--- src/rtl/slp_pkg.sv ---
// Shared types, constants and helpers for the slice list text parser.
package slp_pkg;

  localparam int unsigned CHAR_W       = 8;
  localparam int unsigned LIMIT_W      = 20;
  localparam int unsigned STEP_W       = 24;
  localparam int unsigned DCNT_W       = 4;
  localparam int unsigned BCNT_W       = 2;
  localparam int unsigned CFG_DATA_W   = 32;
  localparam int unsigned CFG_ADDR_W   = 3;
  localparam int unsigned MAX_DIGITS_DEF = 7;
  localparam int unsigned QUEUE_DEPTH  = 2;
  localparam int unsigned OVERFLOW_VALUE = 1000000;

  localparam logic [LIMIT_W-1:0] LIMIT_RESET = 20'd64;

  // Register word index (paddr[2])
  localparam logic REG_RANGE_LIMIT = 1'b0;

  // Character codes
  localparam logic [CHAR_W-1:0] CH_ZERO   = 8'd48;
  localparam logic [CHAR_W-1:0] CH_NINE   = 8'd57;
  localparam logic [CHAR_W-1:0] CH_SPACE  = 8'd32;
  localparam logic [CHAR_W-1:0] CH_COMMA  = 8'h2C;
  localparam logic [CHAR_W-1:0] CH_SEMI   = 8'h3B;
  localparam logic [CHAR_W-1:0] CH_DASH   = 8'h2D;
  localparam logic [CHAR_W-1:0] CH_COLON  = 8'h3A;
  localparam logic [CHAR_W-1:0] CH_LBRACK = 8'h5B;
  localparam logic [CHAR_W-1:0] CH_RBRACK = 8'h5D;
  localparam logic [CHAR_W-1:0] CH_LBRACE = 8'h7B;
  localparam logic [CHAR_W-1:0] CH_RBRACE = 8'h7D;
  localparam logic [CHAR_W-1:0] CH_LPAREN = 8'h28;
  localparam logic [CHAR_W-1:0] CH_RPAREN = 8'h29;

  // Closed segment summary handed from front to back
  typedef struct packed {
    logic       ok;
    logic       last;
    logic [1:0] seps;
  } seg_ctrl_t;

  localparam int unsigned SEG_CTRL_W = $bits(seg_ctrl_t);

  // Field accumulator width: holds the largest kept value and the step output
  function automatic int unsigned field_width(input int unsigned digits);
    int unsigned w;
    w = $clog2(10 ** digits);
    return (w < STEP_W) ? STEP_W : w;
  endfunction

endpackage

--- src/rtl/slp_chan_if.sv ---
// Valid/ready channel interfaces for characters in and slices out.
interface slp_in_if;
  logic                         valid;
  logic                         ready;
  logic [slp_pkg::CHAR_W-1:0]   char_code;
  logic                         text_end;

  modport source (output valid, output char_code, output text_end, input ready);
  modport sink   (input valid, input char_code, input text_end, output ready);
endinterface

interface slp_out_if;
  logic                         valid;
  logic                         ready;
  logic [slp_pkg::LIMIT_W-1:0]  slice_start;
  logic [slp_pkg::LIMIT_W-1:0]  slice_end;
  logic [slp_pkg::STEP_W-1:0]   slice_step;
  logic                         slice_valid;
  logic                         list_end;

  modport source (output valid, output slice_start, output slice_end, output slice_step,
                  output slice_valid, output list_end, input ready);
  modport sink   (input valid, input slice_start, input slice_end, input slice_step,
                  input slice_valid, input list_end, output ready);
endinterface

--- src/rtl/slp_front.sv ---
// Front end: classifies characters, accumulates segment fields, closes segments.
module slp_front #(
  parameter int unsigned MAX_DIGITS = 7,
  parameter int unsigned FIELD_W    = 24
) (
  input  logic                       clk,
  input  logic                       rst_n,
  slp_in_if.sink                     in_bus,
  input  logic                       q_full,
  output logic                       q_push,
  output slp_pkg::seg_ctrl_t         rec_ctrl,
  output logic [2:0][FIELD_W-1:0]    rec_field
);
  import slp_pkg::*;

  typedef enum logic [2:0] {
    CL_DIGIT, CL_RANGE, CL_SPACE, CL_OPEN, CL_CLOSE, CL_SEP, CL_BAD
  } char_class_t;

  localparam logic [DCNT_W-1:0] DCNT_SAT = '1;
  localparam logic [DCNT_W-1:0] DCNT_MAX = DCNT_W'(MAX_DIGITS);
  localparam logic [BCNT_W-1:0] BCNT_SAT = '1;

  logic [2:0][FIELD_W-1:0] val_r, val_nxt;
  logic [2:0][DCNT_W-1:0]  cnt_r, cnt_nxt;
  logic [BCNT_W-1:0]       seps_r, seps_nxt;
  logic [BCNT_W-1:0]       open_r, open_nxt;
  logic [BCNT_W-1:0]       close_r, close_nxt;
  logic                    bad_r, bad_nxt;
  logic                    content_r, content_nxt;

  char_class_t             cls;
  logic [CHAR_W-1:0]       c;
  logic [1:0]              fsel;
  logic [FIELD_W-1:0]      digit;
  logic                    accept;
  logic                    close_evt;
  logic                    seg_ok;

  assign c         = in_bus.char_code;
  assign accept    = in_bus.valid && in_bus.ready;
  assign in_bus.ready = !q_full;
  assign fsel      = (seps_r == BCNT_SAT) ? 2'd2 : seps_r;
  assign digit     = FIELD_W'(c[3:0]);

  always_comb begin
    priority if (c >= CH_ZERO && c <= CH_NINE)                    cls = CL_DIGIT;
    else if (c == CH_DASH || c == CH_COLON)                       cls = CL_RANGE;
    else if (c == CH_SPACE)                                       cls = CL_SPACE;
    else if (c == CH_LBRACK || c == CH_LBRACE || c == CH_LPAREN)  cls = CL_OPEN;
    else if (c == CH_RBRACK || c == CH_RBRACE || c == CH_RPAREN)  cls = CL_CLOSE;
    else if (c == CH_COMMA || c == CH_SEMI)                       cls = CL_SEP;
    else                                                          cls = CL_BAD;
  end

  // Segment state after this character (a separator leaves it as is)
  always_comb begin
    val_nxt     = val_r;
    cnt_nxt     = cnt_r;
    seps_nxt    = seps_r;
    open_nxt    = open_r;
    close_nxt   = close_r;
    bad_nxt     = bad_r;
    content_nxt = content_r;
    unique case (cls)
      CL_DIGIT: begin
        for (int i = 0; i < 3; i++) begin
          if (fsel == 2'(i)) begin
            if (cnt_r[i] < DCNT_MAX)
              val_nxt[i] = (val_r[i] << 3) + (val_r[i] << 1) + digit;
            if (cnt_r[i] != DCNT_SAT)
              cnt_nxt[i] = cnt_r[i] + 1'b1;
          end
        end
        content_nxt = 1'b1;
      end
      CL_RANGE: begin
        if (seps_r != BCNT_SAT)
          seps_nxt = seps_r + 1'b1;
        content_nxt = 1'b1;
      end
      CL_OPEN: begin
        if (open_r != BCNT_SAT)
          open_nxt = open_r + 1'b1;
      end
      CL_CLOSE: begin
        if (close_r != BCNT_SAT)
          close_nxt = close_r + 1'b1;
      end
      CL_BAD:   bad_nxt = 1'b1;
      CL_SPACE, CL_SEP: ;
      default: ;
    endcase
  end

  assign close_evt = (cls == CL_SEP) || in_bus.text_end;
  assign seg_ok    = !bad_nxt && (open_nxt == close_nxt) && (open_nxt <= BCNT_W'(1))
                     && content_nxt && (seps_nxt <= BCNT_W'(2));

  always_comb begin
    for (int i = 0; i < 3; i++) begin
      rec_field[i] = (cnt_nxt[i] > DCNT_MAX) ? FIELD_W'(OVERFLOW_VALUE) : val_nxt[i];
    end
  end

  assign rec_ctrl.ok   = seg_ok;
  assign rec_ctrl.last = in_bus.text_end;
  assign rec_ctrl.seps = seps_nxt;

  // Drop invalid segments here unless the beat ends the list
  assign q_push = accept && close_evt && (seg_ok || in_bus.text_end);

  always_ff @(posedge clk) begin
    if (!rst_n) begin
      val_r     <= '0;
      cnt_r     <= '0;
      seps_r    <= '0;
      open_r    <= '0;
      close_r   <= '0;
      bad_r     <= 1'b0;
      content_r <= 1'b0;
    end else if (accept) begin
      if (close_evt) begin
        val_r     <= '0;
        cnt_r     <= '0;
        seps_r    <= '0;
        open_r    <= '0;
        close_r   <= '0;
        bad_r     <= 1'b0;
        content_r <= 1'b0;
      end else begin
        val_r     <= val_nxt;
        cnt_r     <= cnt_nxt;
        seps_r    <= seps_nxt;
        open_r    <= open_nxt;
        close_r   <= close_nxt;
        bad_r     <= bad_nxt;
        content_r <= content_nxt;
      end
    end
  end

endmodule

--- src/rtl/slp_queue.sv ---
// Small FIFO between the front and back ends.
module slp_queue #(
  parameter int unsigned WIDTH = 8,
  parameter int unsigned DEPTH = 2
) (
  input  logic             clk,
  input  logic             rst_n,
  input  logic             push,
  input  logic [WIDTH-1:0] push_data,
  input  logic             pop,
  output logic [WIDTH-1:0] head_data,
  output logic             empty,
  output logic             full
);
  import slp_pkg::*;

  localparam int unsigned PTR_W = (DEPTH > 1) ? $clog2(DEPTH) : 1;
  localparam int unsigned CNT_W = $clog2(DEPTH + 1);

  logic [WIDTH-1:0] mem [DEPTH];
  logic [PTR_W-1:0] wr_ptr_r, rd_ptr_r;
  logic [CNT_W-1:0] count_r;

  assign empty     = (count_r == '0);
  assign full      = (count_r == CNT_W'(DEPTH));
  assign head_data = mem[rd_ptr_r];

  function automatic logic [PTR_W-1:0] ptr_inc(input logic [PTR_W-1:0] p);
    return (p == PTR_W'(DEPTH - 1)) ? '0 : p + 1'b1;
  endfunction

  always_ff @(posedge clk) begin
    if (push && !full)
      mem[wr_ptr_r] <= push_data;
  end

  always_ff @(posedge clk) begin
    if (!rst_n) begin
      wr_ptr_r <= '0;
      rd_ptr_r <= '0;
      count_r  <= '0;
    end else begin
      if (push && !full)
        wr_ptr_r <= ptr_inc(wr_ptr_r);
      if (pop && !empty)
        rd_ptr_r <= ptr_inc(rd_ptr_r);
      unique case ({push && !full, pop && !empty})
        2'b10:   count_r <= count_r + 1'b1;
        2'b01:   count_r <= count_r - 1'b1;
        default: count_r <= count_r;
      endcase
    end
  end

endmodule

--- src/rtl/slp_back.sv ---
// Back end: applies defaults and range checks, holds the result register.
module slp_back #(
  parameter int unsigned FIELD_W = 24
) (
  input  logic                          clk,
  input  logic                          rst_n,
  input  logic                          q_empty,
  input  slp_pkg::seg_ctrl_t            head_ctrl,
  input  logic [2:0][FIELD_W-1:0]       head_field,
  input  logic [slp_pkg::LIMIT_W-1:0]   range_limit,
  output logic                          q_pop,
  slp_out_if.source                     out_bus
);
  import slp_pkg::*;

  localparam logic [FIELD_W-1:0] ONE = FIELD_W'(1);

  logic                 out_valid_r;
  logic [LIMIT_W-1:0]   start_r, end_r;
  logic [STEP_W-1:0]    step_r;
  logic                 slice_valid_r, list_end_r;

  logic [FIELD_W-1:0]   lim, a, b, k, a_d, b_d, k_d;
  logic [FIELD_W-1:0]   s_val, e_val, st_val;
  logic                 range_ok, res_ok, emit;

  assign lim = FIELD_W'(range_limit);
  assign a   = head_field[0];
  assign b   = (head_ctrl.seps == 2'd1) ? head_field[1] : head_field[2];
  assign k   = (head_ctrl.seps == 2'd1) ? ONE : head_field[1];
  assign a_d = (a == '0) ? ONE : a;
  assign b_d = (b == '0) ? lim : b;
  assign k_d = (k == '0) ? ONE : k;

  always_comb begin
    if (head_ctrl.seps == 2'd0) begin
      range_ok = (a != '0) && (a <= lim);
      s_val    = a - ONE;
      e_val    = a - ONE;
      st_val   = ONE;
    end else begin
      range_ok = (a_d <= b_d) && (b_d <= lim);
      s_val    = a_d - ONE;
      e_val    = b_d - ONE;
      st_val   = k_d;
    end
  end

  assign res_ok = head_ctrl.ok && range_ok;
  assign emit   = res_ok || head_ctrl.last;
  assign q_pop  = !q_empty && (!out_valid_r || out_bus.ready);

  always_ff @(posedge clk) begin
    if (!rst_n) begin
      out_valid_r <= 1'b0;
    end else if (q_pop) begin
      out_valid_r <= emit;
    end else if (out_bus.ready) begin
      out_valid_r <= 1'b0;
    end
  end

  // Bare end marks carry zero payload
  always_ff @(posedge clk) begin
    if (q_pop) begin
      start_r       <= res_ok ? s_val[LIMIT_W-1:0] : '0;
      end_r         <= res_ok ? e_val[LIMIT_W-1:0] : '0;
      step_r        <= res_ok ? st_val[STEP_W-1:0] : '0;
      slice_valid_r <= res_ok;
      list_end_r    <= head_ctrl.last;
    end
  end

  assign out_bus.valid       = out_valid_r;
  assign out_bus.slice_start = start_r;
  assign out_bus.slice_end   = end_r;
  assign out_bus.slice_step  = step_r;
  assign out_bus.slice_valid = slice_valid_r;
  assign out_bus.list_end    = list_end_r;

endmodule

--- src/rtl/slice_list_text_parser.sv ---
// Slice list text parser: top level with the range limit register.
//
//   port      dir   handshake           contents
//   in_bus    in    valid/ready         char_code, text_end
//   out_bus   out   valid/ready         slice_start, slice_end, slice_step, slice_valid, list_end
//   cfg_*     in    APB write/read      range_limit at byte address 0
//
// One character is taken every cycle while the FIFO is not full; the front end updates the
// segment state with a shift-and-add multiply by ten.
// A closing beat enters the front-to-back FIFO at its accepting edge; the back end checks
// the head and loads the result register once out_bus is free, raising out_bus.valid unless
// the range check fails on a segment that does not end the list.
// Reset is synchronous; it clears the segment state, the FIFO and the output valid.
// in_bus stalls only when the two-entry FIFO is full, which takes out_bus held back.
module slice_list_text_parser #(
  parameter int unsigned MAX_DIGITS = slp_pkg::MAX_DIGITS_DEF
) (
  input  logic                            clk,
  input  logic                            rst_n,
  slp_in_if.sink                          in_bus,
  slp_out_if.source                       out_bus,
  input  logic                            cfg_psel,
  input  logic                            cfg_penable,
  input  logic                            cfg_pwrite,
  input  logic [slp_pkg::CFG_ADDR_W-1:0]  cfg_paddr,
  input  logic [slp_pkg::CFG_DATA_W-1:0]  cfg_pwdata,
  output logic [slp_pkg::CFG_DATA_W-1:0]  cfg_prdata,
  output logic                            cfg_pready
);
  import slp_pkg::*;

  localparam int unsigned FIELD_W = field_width(MAX_DIGITS);
  localparam int unsigned REC_W   = SEG_CTRL_W + 3 * FIELD_W;

  logic [LIMIT_W-1:0]       limit_r;
  logic                     cfg_wr;

  logic                     q_push, q_pop, q_full, q_empty;
  seg_ctrl_t                rec_ctrl, head_ctrl;
  logic [2:0][FIELD_W-1:0]  rec_field, head_field;
  logic [REC_W-1:0]         head_data;

  assign cfg_pready = 1'b1;
  assign cfg_wr     = cfg_psel && cfg_penable && cfg_pwrite && cfg_pready;
  assign cfg_prdata = (cfg_paddr[2] == REG_RANGE_LIMIT) ? CFG_DATA_W'(limit_r) : '0;

  always_ff @(posedge clk) begin
    if (!rst_n) begin
      limit_r <= LIMIT_RESET;
    end else if (cfg_wr && cfg_paddr[2] == REG_RANGE_LIMIT) begin
      limit_r <= cfg_pwdata[LIMIT_W-1:0];
    end
  end

  slp_front #(
    .MAX_DIGITS (MAX_DIGITS),
    .FIELD_W    (FIELD_W)
  ) u_front (
    .clk       (clk),
    .rst_n     (rst_n),
    .in_bus    (in_bus),
    .q_full    (q_full),
    .q_push    (q_push),
    .rec_ctrl  (rec_ctrl),
    .rec_field (rec_field)
  );

  slp_queue #(
    .WIDTH (REC_W),
    .DEPTH (QUEUE_DEPTH)
  ) u_queue (
    .clk       (clk),
    .rst_n     (rst_n),
    .push      (q_push),
    .push_data ({rec_ctrl, rec_field}),
    .pop       (q_pop),
    .head_data (head_data),
    .empty     (q_empty),
    .full      (q_full)
  );

  assign head_ctrl  = head_data[REC_W-1 -: SEG_CTRL_W];
  assign head_field = head_data[3*FIELD_W-1:0];

  slp_back #(
    .FIELD_W (FIELD_W)
  ) u_back (
    .clk         (clk),
    .rst_n       (rst_n),
    .q_empty     (q_empty),
    .head_ctrl   (head_ctrl),
    .head_field  (head_field),
    .range_limit (limit_r),
    .q_pop       (q_pop),
    .out_bus     (out_bus)
  );

`ifndef SYNTHESIS
  a_no_overflow: assert property (@(posedge clk) disable iff (!rst_n)
    !(q_push && q_full))
    else $error("segment record pushed into a full queue");

  a_bare_zero: assert property (@(posedge clk) disable iff (!rst_n)
    (out_bus.valid && !out_bus.slice_valid) |->
      (out_bus.slice_start == '0 && out_bus.slice_end == '0 && out_bus.slice_step == '0
       && out_bus.list_end))
    else $error("bare result without end mark or with nonzero payload");

  a_slice_order: assert property (@(posedge clk) disable iff (!rst_n)
    (out_bus.valid && out_bus.slice_valid) |->
      (out_bus.slice_start <= out_bus.slice_end && out_bus.slice_step != '0))
    else $error("slice result with start past end or zero step");

  a_pop_fills: assert property (@(posedge clk) disable iff (!rst_n)
    (q_pop && head_ctrl.last) |=> out_bus.valid && out_bus.list_end)
    else $error("list end record did not reach the output");
`endif

endmodule

--- src/flat_wrapper.sv ---
// flat-port wrapper written by rule: the top's interface ports become plain ports
module slice_list_text_parser_flat import slp_pkg::*;
#(
  parameter int unsigned MAX_DIGITS = slp_pkg::MAX_DIGITS_DEF
)
  (clk, rst_n, cfg_psel, cfg_penable, cfg_pwrite, cfg_paddr, cfg_pwdata, cfg_prdata, cfg_pready, in_bus_valid, in_bus_char_code, in_bus_text_end, in_bus_ready, out_bus_valid, out_bus_slice_start, out_bus_slice_end, out_bus_slice_step, out_bus_slice_valid, out_bus_list_end, out_bus_ready);
  slp_in_if in_bus_i ();
  slp_out_if out_bus_i ();
  input  logic clk;
  input  logic rst_n;
  input  logic cfg_psel;
  input  logic cfg_penable;
  input  logic cfg_pwrite;
  input  logic [slp_pkg::CFG_ADDR_W-1:0] cfg_paddr;
  input  logic [slp_pkg::CFG_DATA_W-1:0] cfg_pwdata;
  output logic [slp_pkg::CFG_DATA_W-1:0] cfg_prdata;
  output logic cfg_pready;
  input wire logic [$bits(in_bus_i.valid)-1:0] in_bus_valid;
  input wire logic [$bits(in_bus_i.char_code)-1:0] in_bus_char_code;
  input wire logic [$bits(in_bus_i.text_end)-1:0] in_bus_text_end;
  output wire logic [$bits(in_bus_i.ready)-1:0] in_bus_ready;
  output wire logic [$bits(out_bus_i.valid)-1:0] out_bus_valid;
  output wire logic [$bits(out_bus_i.slice_start)-1:0] out_bus_slice_start;
  output wire logic [$bits(out_bus_i.slice_end)-1:0] out_bus_slice_end;
  output wire logic [$bits(out_bus_i.slice_step)-1:0] out_bus_slice_step;
  output wire logic [$bits(out_bus_i.slice_valid)-1:0] out_bus_slice_valid;
  output wire logic [$bits(out_bus_i.list_end)-1:0] out_bus_list_end;
  input wire logic [$bits(out_bus_i.ready)-1:0] out_bus_ready;
  assign in_bus_i.valid = in_bus_valid;
  assign in_bus_i.char_code = in_bus_char_code;
  assign in_bus_i.text_end = in_bus_text_end;
  assign in_bus_ready = in_bus_i.ready;
  assign out_bus_valid = out_bus_i.valid;
  assign out_bus_slice_start = out_bus_i.slice_start;
  assign out_bus_slice_end = out_bus_i.slice_end;
  assign out_bus_slice_step = out_bus_i.slice_step;
  assign out_bus_slice_valid = out_bus_i.slice_valid;
  assign out_bus_list_end = out_bus_i.list_end;
  assign out_bus_i.ready = out_bus_ready;
  slice_list_text_parser #(.MAX_DIGITS(MAX_DIGITS)) u_core (.clk(clk), .rst_n(rst_n), .in_bus(in_bus_i), .out_bus(out_bus_i), .cfg_psel(cfg_psel), .cfg_penable(cfg_penable), .cfg_pwrite(cfg_pwrite), .cfg_paddr(cfg_paddr), .cfg_pwdata(cfg_pwdata), .cfg_prdata(cfg_prdata), .cfg_pready(cfg_pready));
endmodule
--- config.mk ---
export PLATFORM = sky130hd
export DESIGN_NAME = slice_list_text_parser_flat
export DESIGN_NICKNAME = d
export VERILOG_FILES = /design/src/rtl/slp_pkg.sv /design/src/rtl/slp_chan_if.sv /design/src/rtl/slp_front.sv /design/src/rtl/slp_queue.sv /design/src/rtl/slp_back.sv /design/src/rtl/slice_list_text_parser.sv /design/src/flat_wrapper.sv
export SDC_FILE = /design/constraint.sdc
export NUM_CORES = 1
export LEC_CHECK = 0
export ABC_AREA = 1
export BUFFER_PORTS_ARGS = -buffer_cell sky130_fd_sc_hd__buf_2
export CAP_MARGIN = 20
export CORE_MARGIN = 5
export CORE_UTILIZATION = 55
export DETAILED_ROUTE_END_ITERATION = 7
export PLACE_DENSITY = 0.8
export SETUP_SLACK_MARGIN = 0.15
export SLEW_MARGIN = 15
export SYNTH_ARGS = -nofsm -noshare
export SYNTH_HDL_FRONTEND = slang
export SYNTH_SLANG_ARGS = --single-unit
--- constraint.sdc ---
create_clock -name clk -period 8.6 [get_ports clk]
set_input_delay 1.29 -clock clk [delete_from_list [all_inputs] [get_ports clk]]
set_output_delay 1.29 -clock clk [all_outputs]
set_load 0.01 [all_outputs]
Word level (Yosys, flattened, before mapping)

Memory sizes are Yosys's and may differ from the RTL's. A register that Yosys moved wholly into a read port is not among the register bits.
Cells that the tools add are included.
Widths: inputs -> output; s select.

$add $sub $neg: 19
Multipliers: 0
Divide/modulo/power cells: 0
$lt $le $gt $ge: 13
Equal/unequal tests: 30
Shifts and indexed selects: 0
Mux-type cells: 58
Bitwise operators: 2
Reductions and logical operators: 43

Operators by type and width:

| kind                  | number |
|---|---|
| $mux 24               | 13 |
| $mux 72               | 2 |
| $add 24x24->24        | 3 |
| $add 24x4->24         | 3 |
| $logic_not 24->1      | 3 |
| $mux 20               | 3 |
| $sub 20x1->20 const B | 3 |
| $eq 8x6->1 const B    | 7 |
| $le 24x20->1          | 2 |
| $eq 8x7->1 const B    | 4 |
| $le 24x24->1          | 1 |
| $mux 12               | 2 |
| $mux 2                | 12 |
| $mux 4                | 6 |
| $reduce_bool 24->1    | 1 |
| $logic_and 1x1->1     | 17 |
| $mux 1                | 15 |
| $add 4x1->4 const B   | 3 |
| $gt 4x3->1 const B    | 3 |
| $lt 4x3->1 const B    | 3 |
| $mux 3                | 4 |
| $ne 4x4->1 const B    | 3 |
| $logic_or 1x1->1      | 10 |
| $eq 3x3->1 const B    | 3 |
| 21 further kinds      | 39 |

Register bits: 183
Latch bits: 0
Memory bits (writable): 152
Bits in read-only memories: 0
Input bits: 51
Output and inout port bits: 101
Logic and storage cells: 188
Memories kept: 1

Memories:

| name               | words | bits a word | rd ports | clocked after Yosys merged registers in | write ports | line            | RTL |
|---|---|---|---|---|---|---|---|
| u_core.u_queue.mem | 2     | 76          | 1        | 1                                       | 1           | slp_queue.sv:20 | `logic [WIDTH-1:0] mem [DEPTH];` |

Depth between registers and ports, before layout

Depth in word-level cells: 20
Mapped depth: 35

By module

From an unflattened synthesis, not the netlist that was laid out.

Cells, all modules: 3211
Area total of the unflattened synthesis: 24173.2 µm²

By module, submodules not included:

| module                 | instances | cells an instance | area an instance (µm²) |
|---|---|---|---|
| slp_front              | 1         | 1863              | 10760.3 |
| slp_back               | 1         | 884               | 6391.1 |
| slp_queue              | 1         | 276               | 5884.4 |
| slice_list_text_parser | 1         | 188               | 1137.3 |

Worst setup path after synthesis

No wires, ideal clock.

Path kind: in2reg
Start point: in in_bus_char_code[7]
End point: mem u_core.u_queue.mem[0][0] in the netlist's numbering, enable pin
Arrival: 5.906 ns
Required time: 8.089 ns
Setup slack: 2.183 ns
Cell stages on the path: 13
Buffers on the path: 0
Cells stage by stage: nor2_1 -> nand2_1 -> nor2_1 -> o211ai_1 -> inv_1 -> nor2_1 -> inv_1 -> nor2_1 -> nor3_1 -> nand4_1 -> nor3_1 -> o211ai_1 -> nor2_1

RTL lines:

| item               | line               | RTL |
|---|---|---|
| start: declaration | flat_wrapper.sv:19 | `input wire logic [$bits(in_bus_i.char_code)-1:0] in_bus_char_code;` |
| end: declaration   | slp_queue.sv:20    |  |

==> impl_metrics.toml <==
[outcome]
status = "finished, final reports clean"

[critical_path]
worstSetupPathType = "reg2reg"
start_kind = "register"
endpoint_kind = "register"
crit_family = "simple AND/OR/NAND/NOR gates"
worstPathArrival_ps = 6810
cpPeakStageDelay_ps = 720
crit_required_ps = 8860
path_common_cell = "nand2_1"
crit_path_top_delay_cell = "dfxtp_4"
crit_buf_inv = 4
crit_fanout = 59

[clock_network]
clock-sinks = 336
clock_latency_ps = 540
hold_buffers = 0
cts_buffers = 36
clkTransAtPathRegs_ps = 60
cts_buffer_depth = 3
cts_setup_buffers = 0
cts_max_level = 2
tritoncts = "done"
post_cts_resized = 0
root_buffer = "clkbuf_16"

[global_route]
antenna_found_initial = 0
grt.overflow.total = 0
grt_pass1_vias = 17900
gr-usage-all-layers_pct = 25.6
grt_pass1_wl_mm = 92.5
grt_max_degree = 88

[final_layout]
nets = 3060
fin_util_pct = 61.0
drive_gt1_share_pct = 11.2
syn_to_final_growth_pct = 10.3
fillers = 3347
num_antenna_cells = 0
final_cells = 3361

[power]
swShare_pct = 39.6
clkPwrFrac_pct = 27.5
p_int_uw = 3740
powerDensity_nw_per_um2 = 256
p_comb_share_pct = 39.0
p_switching_uw = 2450
power.leakage_uw = 0.0109
p_seq_share_pct = 33.5
ir_drop_v = 0.000170

[drt]
num_vias = 19000
final_antenna_net_count = 0
wire_per_inst_um = 17.3
via_per_inst = 5.65
drc = 0
drt_first_pass_iters = 6
wl_mm = 58.0
drt_iter0_drc = 1830

[synth]
synth_warnings = 0
synth_area_leader_cell = "edfxtp_1"
synth_ff_type = "edfxtp_1"
synthMostInstantiatedCell = "nand2_1"
synth-async-reset-ratio_pct = 0
synth-edff-count = 218
synthTopCellsByArea = "edfxtp_1 (30%), ha_1 (11%), dfxtp_1 (11%)"
synthCells = 2726
synth_top_cell_area_share_pct = 29.9
avgSynthCellArea_um2 = 8.03
synth_area_um2 = 21900
yosysUniqueCellTypes = 64
ys_seq_elements = 336
ys_seq_area_share_pct = 40.7
synth_commonest_cells = "nand2_1 (616), inv_1 (323), nor2_1 (266)"

[timing]
skew_ps = 22.3
setup_viol = 0
final.period_utilization_pct = 76.1
tightest_slew_ps = 1030
whs_ps = 459
post-route-min-period_ps = 6550
slew_violations = 0
slew_headroom_pct = 31.1
hold_violations = 0
rsz0062_at_grt = "false"
setup_tns_ps = 0
fin_ws_ps = 2050
fmax_mhz = 153

[floorplan]
die_y_um = 209
die-area_um2 = 43900
io_pins = 152
die_w_um = 209
core_um2 = 39500
start_util_pct = 55.3
rows = 73

[place]
port_buffers = 124
hpwl_mm = 42.3
pre_cts_ws_ps = 2140
place_congestion = 0.947
dp_cells = 3294

[flow_run]
maxCapViolCount = 0

[min_path]
hold_path_class = "reg2reg"
-- metrics by stage --
stage | total power (uW) | area [um^2]
3_5_place_dp | 4470 | 22800
5_1_grt | 6560 | 24100
4_1_cts | 6180 | 24100
2_1_floorplan | 3780 | 21900
6_report | 6190 | 24100
3_3_place_gp | 4400 | 22800
-- cell usage in the layout (no fill, tap or decap), types with 5 or more instances in the layout --
master      instances
buf_4              14
nor2_1            262
nand2_2             8
mux2i_1            18
nand4_1            29
bufinv_16           7
inv_2              12
o211ai_1           13
clkbuf_16          38
a21oi_4             6
fa_1                6
a21o_1              7
nor2_2             23
nor4_1             12
a211oi_1            6
xor2_1             48
edfxtp_1          218
inv_6               5
conb_1             13
nor2_4              7
xnor2_1            27
clkinvlp_4          5
nand3_1           101
nand2_1           615
a31oi_1            10
o21ai_1            10
nor3_1             17
o21ai_0           166
dfxtp_1           117
o21bai_1            5
ha_1              195
buf_2             124
a21oi_1           242
a2bb2oi_1          18
or2_2              43
inv_1             322
-- area by class of cell --
cell class | instances | area, um^2 | area share (%)
Tap cell | 525 | 657 | 2.72
Multi-Input combinational cell | 1958 | 11200 | 46.5
Clock buffer | 42 | 966 | 4.00
Clock inverter | 24 | 342 | 1.42
Timing Repair Buffer | 139 | 753 | 3.12
Inverter | 337 | 1270 | 5.26
Sequential cell | 336 | 8910 | 36.9
-- power by group through the flow --
stage	Clock [uW]	Combinational (uW)	Sequential (uW)
floorplan	0	1610	2180
global placement	0	2290	2100
detailed placement	0	2360	2110
CTS	1730	2370	2080
global route	1790	2670	2100
finish	1700	2410	2070
-- layer usage --
metal	vias up	track usage, %	share of wire [%]
li1	9242	-	-
met2	781	42.2	47
met3	138	2.96	7.8
met1	8825	34.9	42
met5	-	0	0
met4	0	9.72	3.6
-- final timing paths --
kind                             start                                  end  slack (ps)  depth (start not counted)
max                           register  u_core.u_back.out_bus.slice_step[2]        2050                         26
min          u_core.u_front.close_r[1]            u_core.u_front.close_r[1]         460                          2
max reg2reg                   register  u_core.u_back.out_bus.slice_step[2]        2050                         26
min reg2reg  u_core.u_front.close_r[1]            u_core.u_front.close_r[1]         460                          2
-- cell families after synthesis --
family	count (synthesis)	synth area share [%]
xor+xnor	75	3.00
flops	336	40.7
simple gates	1138	22.2
compound gates	513	13.2
fa+ha+maj	201	11.7
buf+inv	443	8.32
other cells	2	0.0343
mux	18	0.823
-- tightest hold or removal path, stage by stage (launching register included) --
cell,delay (ps)
dfxtp_1,310
inv_1,50
a21oi_1,50
-- flip-flops by register name, indices dropped and copies added, names as in the netlist, 2 cells and up, named ones only --
register                           cells
u_core.u_queue.mem                   152
u_core.u_front.val_r                  72
u_core.u_back.out_bus.slice_step      24
u_core.limit_r                        20
u_core.u_back.out_bus.slice_end       20
u_core.u_back.out_bus.slice_start     20
u_core.u_front.cnt_r                  12
u_core.u_front.close_r                 2
u_core.u_front.open_r                  2
u_core.u_front.seps_r                  2
u_core.u_queue.count_r                 2
Note: power is estimated with default switching activity, not from simulation.
